### src/rtl/sgi_pkg.sv
package sgi_pkg;

   localparam int COORD_BITS_DEF = 16;
   localparam int FRAC_BITS_DEF  = 8;
   localparam int OUT_BITS       = 24;
   localparam int RSP_BITS       = 56;

   typedef struct packed {
      logic valid;
      logic hit;
      logic col;
      logic pv;
      logic neg_x;
      logic neg_y;
   } sgi_flags_type;

endpackage

### src/rtl/sgi_div_cell.sv
module sgi_div_cell #(
   parameter int COORD_BITS = sgi_pkg::COORD_BITS_DEF,
   parameter int FRAC_BITS  = sgi_pkg::FRAC_BITS_DEF,
   parameter int SHIFT      = 0
) (
   input  logic                                 clock,
   input  logic                                 reset,
   input  logic                                 adv,
   input  sgi_pkg::sgi_flags_type               in_flags,
   input  logic [3*COORD_BITS+FRAC_BITS+2:0]    in_rem_x,
   input  logic [3*COORD_BITS+FRAC_BITS+2:0]    in_rem_y,
   input  logic [2*COORD_BITS+1:0]              in_den,
   input  logic [COORD_BITS+FRAC_BITS:0]        in_q_x,
   input  logic [COORD_BITS+FRAC_BITS:0]        in_q_y,
   input  logic signed [COORD_BITS-1:0]         in_base_x,
   input  logic signed [COORD_BITS-1:0]         in_base_y,
   output sgi_pkg::sgi_flags_type               out_flags,
   output logic [3*COORD_BITS+FRAC_BITS+2:0]    out_rem_x,
   output logic [3*COORD_BITS+FRAC_BITS+2:0]    out_rem_y,
   output logic [2*COORD_BITS+1:0]              out_den,
   output logic [COORD_BITS+FRAC_BITS:0]        out_q_x,
   output logic [COORD_BITS+FRAC_BITS:0]        out_q_y,
   output logic signed [COORD_BITS-1:0]         out_base_x,
   output logic signed [COORD_BITS-1:0]         out_base_y
);
   import sgi_pkg::*;

   localparam int DW = 3*COORD_BITS+FRAC_BITS+3;
   localparam int MW = 2*COORD_BITS+2;

   logic [DW-1:0] dsh;
   logic          fit_x, fit_y;
   logic [DW-1:0] rem_x_in, rem_y_in;
   logic [COORD_BITS+FRAC_BITS:0] q_x_in, q_y_in;

   assign dsh   = {{(DW-MW){1'b0}}, in_den} << SHIFT;
   assign fit_x = in_rem_x >= dsh;
   assign fit_y = in_rem_y >= dsh;

   // subtract the shifted divisor where it fits and set this quotient bit
   always_comb begin
      rem_x_in = fit_x ? in_rem_x - dsh : in_rem_x;
      rem_y_in = fit_y ? in_rem_y - dsh : in_rem_y;
      q_x_in = in_q_x;
      q_y_in = in_q_y;
      q_x_in[SHIFT] = fit_x;
      q_y_in[SHIFT] = fit_y;
   end

   always_ff @(posedge clock) begin
      if (reset) begin
         out_flags.valid <= 1'b0;
      end else if (adv) begin
         out_flags <= in_flags;
      end
   end

   always_ff @(posedge clock) begin
      if (adv) begin
         out_rem_x  <= rem_x_in;
         out_rem_y  <= rem_y_in;
         out_den    <= in_den;
         out_q_x    <= q_x_in;
         out_q_y    <= q_y_in;
         out_base_x <= in_base_x;
         out_base_y <= in_base_y;
      end
   end

endmodule

### config.mk
export PLATFORM = sky130hd
export DESIGN_NAME = sgi_div_cell
export DESIGN_NICKNAME = d
export VERILOG_FILES = /design/src/rtl/sgi_pkg.sv /design/src/rtl/sgi_div_cell.sv
export SDC_FILE = /design/constraint.sdc
export NUM_CORES = 1
export LEC_CHECK = 0
export ABC_AREA = 0
export BUFFER_PORTS_ARGS = -buffer_cell sky130_fd_sc_hd__buf_2
export CAP_MARGIN = 5
export CORE_MARGIN = 5
export CORE_UTILIZATION = 40
export CTS_CLUSTER_DIAMETER = 80
export DETAILED_ROUTE_END_ITERATION = 6
export HOLD_SLACK_MARGIN = 0.06
export PLACE_DENSITY = 0.67
export RECOVER_POWER = 25
export SLEW_MARGIN = 25
export SYNTH_ARGS = -nofsm -noshare
export SYNTH_HDL_FRONTEND = slang
export SYNTH_SLANG_ARGS = --single-unit
### constraint.sdc
create_clock -name clock -period 4.8 [get_ports clock]
set_input_delay 0.96 -clock clock [delete_from_list [all_inputs] [get_ports clock]]
set_output_delay 0.96 -clock clock [all_outputs]
set_load 0.1 [all_outputs]
==> flow_summary.ini <==
[logic_synthesis]
synth_adder_area_share = 0.0680
synth_top_area_frac = 0.548
synthXorXnorAreaFrac = 0.0716
synth_mux_area_frac = 0.0187
ys_seq_area_frac = 0.549
synth-seq-cells = 240
yosys.area_share.simple = 0.130
ys_types = 63
syn-num-nets = 1473
synth_compound_area_frac = 0.134
ys_async_sr_fraction = 0
synth_cells = 1160
synth-main-ff-cell = edfxtp_1
ys_warn_count = 0
synth.cell_area_um2 = 13100
yosysTopAreaCell = edfxtp_1
synth_top_family_by_area = compound AO/OA/AOI/OAI gates
avgSynthCellArea_um2 = 11.3
synth_edf_count = 239
synth.area.top_cells = edfxtp_1 (55%), ha_1 (6.5%), a21oi_1 (4.8%)

[setup_path]
crit_path_end_kind = flip-flop
rr_startpoint = out_flags[5]$_SDFFE_PP0P_
startpoint_type = primary input
crit_required_ns = 5.10
cp_data_arrival_time_ns = 4.34
startpoint = in_den[0]
r2r_slack_ns = 4.17
rr_worst_depth = 2
cp_max_fo = 7
endpoint = out_rem_y[52]$_DFFE_PP_
worst-setup-path-type = primary input to flip-flop
regToRegEndpoint = out_flags[5]$_SDFFE_PP0P_

[floorplanning]
core_um2 = 32500
die_area_um2 = 36500
start_util = 0.404
die_h_um = 191
io_pins = 483
row_count = 66
chipWidth_um = 191

[finish]
final_cell_mix = buf_2 (452), edfxtp_1 (239), a21oi_1 (126)
multiInputGateArea_um2 = 5540
layout_commonest_cell = buf_2
final_util = 0.520
final_layout_size_suffix_gt1_frac = 0.330
fillerInstances = 2953
seq_area_um2 = 7200
nNetsFinal = 1955
area_growth_pct = 28.9

[placement]
portBuffers = 480
gp_congestion = 0.902
dp_hpwl_mm = 34.0

[global_routing]
met2_usage = 0.379
use_met1 = 0.253
antenna_found_initial = 21
grt_start_max_net_pins = 102
busiest_layer = met2
met3_usage = 0.0634
grt_usage = 0.217
grt_remaining_overflow = 0
grt_pass1_vias = 10800
grt_pass1_wl_mm = 61.6

[power]
power.leakage_uw = 0.00717
power.total_uw = 7400
swShare = 0.422
powerDensity_nw_per_um2 = 438
ir_worst_vdd_mv = 0.314
internal_power_uw = 4270
p_seq_frac = 0.355
p_sw_uw = 3120
p_comb_frac = 0.366
clockPowerShare = 0.278

[drt]
routedWlPerCell_um = 20.1
drt_pass1_iterations = 5
first_iter_violations = 633
routed_wl_mm = 42.5
ant_nets = 0
vias_per_cell = 5.23
drc = 0
dr_total_vias = 11100

[sta]
max_freq_mhz = 247
finalSetupViolations = 0
period_needed_ns = 4.04
drv_slew = 101
clock_skew_ns = 0
max_slew_margin = -0.775
worst_slew_pin_slew_ns = 2.66
finalCritPeriodShare = 0.842
hold_viol = 0
rsz0062_at_grt = no
fin_setup_tns_ns = 0

[clock_network]
post_cts_buffers = 0
cts_buffers = 27
clk_latency_ns = 0.54
cts.path.max_buffers = 3
cts_max_level = 1
tritoncts = built
cts_resized = 0
cts-root-buf = clkbuf_16
clkSinkCount = 240
clk_pin_slew_worst_paths_ns = 0.06
hold_buffers = 0

[hold_path]
min_path_type = flip-flop to flip-flop

[run_status]
status = finished with violations
violations = capacitance limit, slew limit

[run]
drv_cap = 1
-- cell families (layout without fill, tap and decap cells) --
logic type,count (synthesis),in the layout
buffers and inverters,93,596
and+or+nand+nor,340,340
AOI/OAI and AO/OA,288,288
other,0,9
adders and majority gates,70,70
muxes,22,22
xor gates and xnor gates,107,107
DFF,240,240
-- cell type report --
class / instances / share of cell area
Timing Repair Buffer: 493 / 0.148
Multi-Input combinational cell: 827 / 0.328
Tap cell: 442 / 0.0328
Sequential cell: 240 / 0.426
Antenna cell: 9 / 0.00133
Clock inverter: 19 / 0.0102
Clock buffer: 31 / 0.0421
Inverter: 53 / 0.0118
-- power by group through the flow --
stage / clock, µW / sequential [µW] / combinational (µW)
after floorplan: 0 / 4240 / 566
final: 2060 / 2630 / 2710
after CTS: 2100 / 2630 / 2720
after global placement: 0 / 2670 / 2700
after global routing: 2210 / 2650 / 2820
after detailed placement: 0 / 2670 / 2710
-- flip-flops by register name (all words and copies together) (netlist names) --
signal / cells
out_rem_x: 59
out_base_y: 16
out_den: 34
out_q_y: 25
out_rem_y: 59
out_base_x: 16
out_flags: 6
out_q_x: 25
-- through the flow --
step                hold slack (ns)  setup slack [ns]  area [µm²]  instances
detailed placement            0.491             0.345       16000       2055
floorplan                     0.971              1.05       13100       1160
CTS                           0.509             0.917       16900       2105
finish                        0.507             0.759       16900       2114
global route                  0.554             0.553       16900       2112
global placement              0.473             0.366       16000       2055
-- cells in the mapped netlist (all sizes together) (24+ instances only) --
| master | n |
|---|---|
| nand2 | 59 |
| ha | 68 |
| a21oi | 126 |
| xnor2 | 56 |
| clkbuf | 26 |
| edfxtp | 239 |
| xor2 | 51 |
| nor2 | 111 |
| nand4 | 24 |
| a21o | 37 |
| o21ai | 50 |
| nand3 | 25 |
| inv | 53 |
| nor3 | 36 |
-- worst max-delay path, stage by stage --
cell      delay [ns]
clkbuf_1        0.21
ha_1            0.21
inv_1           0.05
fa_1            0.41
a211oi_1        0.34
o211ai_1        0.16
a21oi_1         0.40
o21ai_0         0.26
a21oi_1         0.39
o31ai_1         0.17
nand2b_1        0.10
and3_1          0.37
nand4_1         0.16
xnor2_1         0.15
-- worst min-delay path by stage --
stage                         startpoint                   endpoint  cells past startpoint
6_report       out_flags[5]$_SDFFE_PP0P_  out_flags[5]$_SDFFE_PP0P_                      2
5_1_grt                        in_q_x[2]       out_q_x[2]$_DFFE_PP_                      1
4_1_cts        out_flags[5]$_SDFFE_PP0P_  out_flags[5]$_SDFFE_PP0P_                      2
3_5_place_dp   out_flags[5]$_SDFFE_PP0P_  out_flags[5]$_SDFFE_PP0P_                      2
3_3_place_gp   out_flags[5]$_SDFFE_PP0P_  out_flags[5]$_SDFFE_PP0P_                      2
2_1_floorplan  out_flags[5]$_SDFFE_PP0P_  out_flags[5]$_SDFFE_PP0P_                      2
-- routing by layer --
layer  part of all wire  vias up  routed length (µm)
met3              0.090       98                3810
met4              0.033       26                1420
met5             0.0037        -                 156
met1               0.38     5166               16100
li1                   -     5321                   -
met2               0.49      454               21000
No activity file was read; power rests on OpenSTA's default activity.
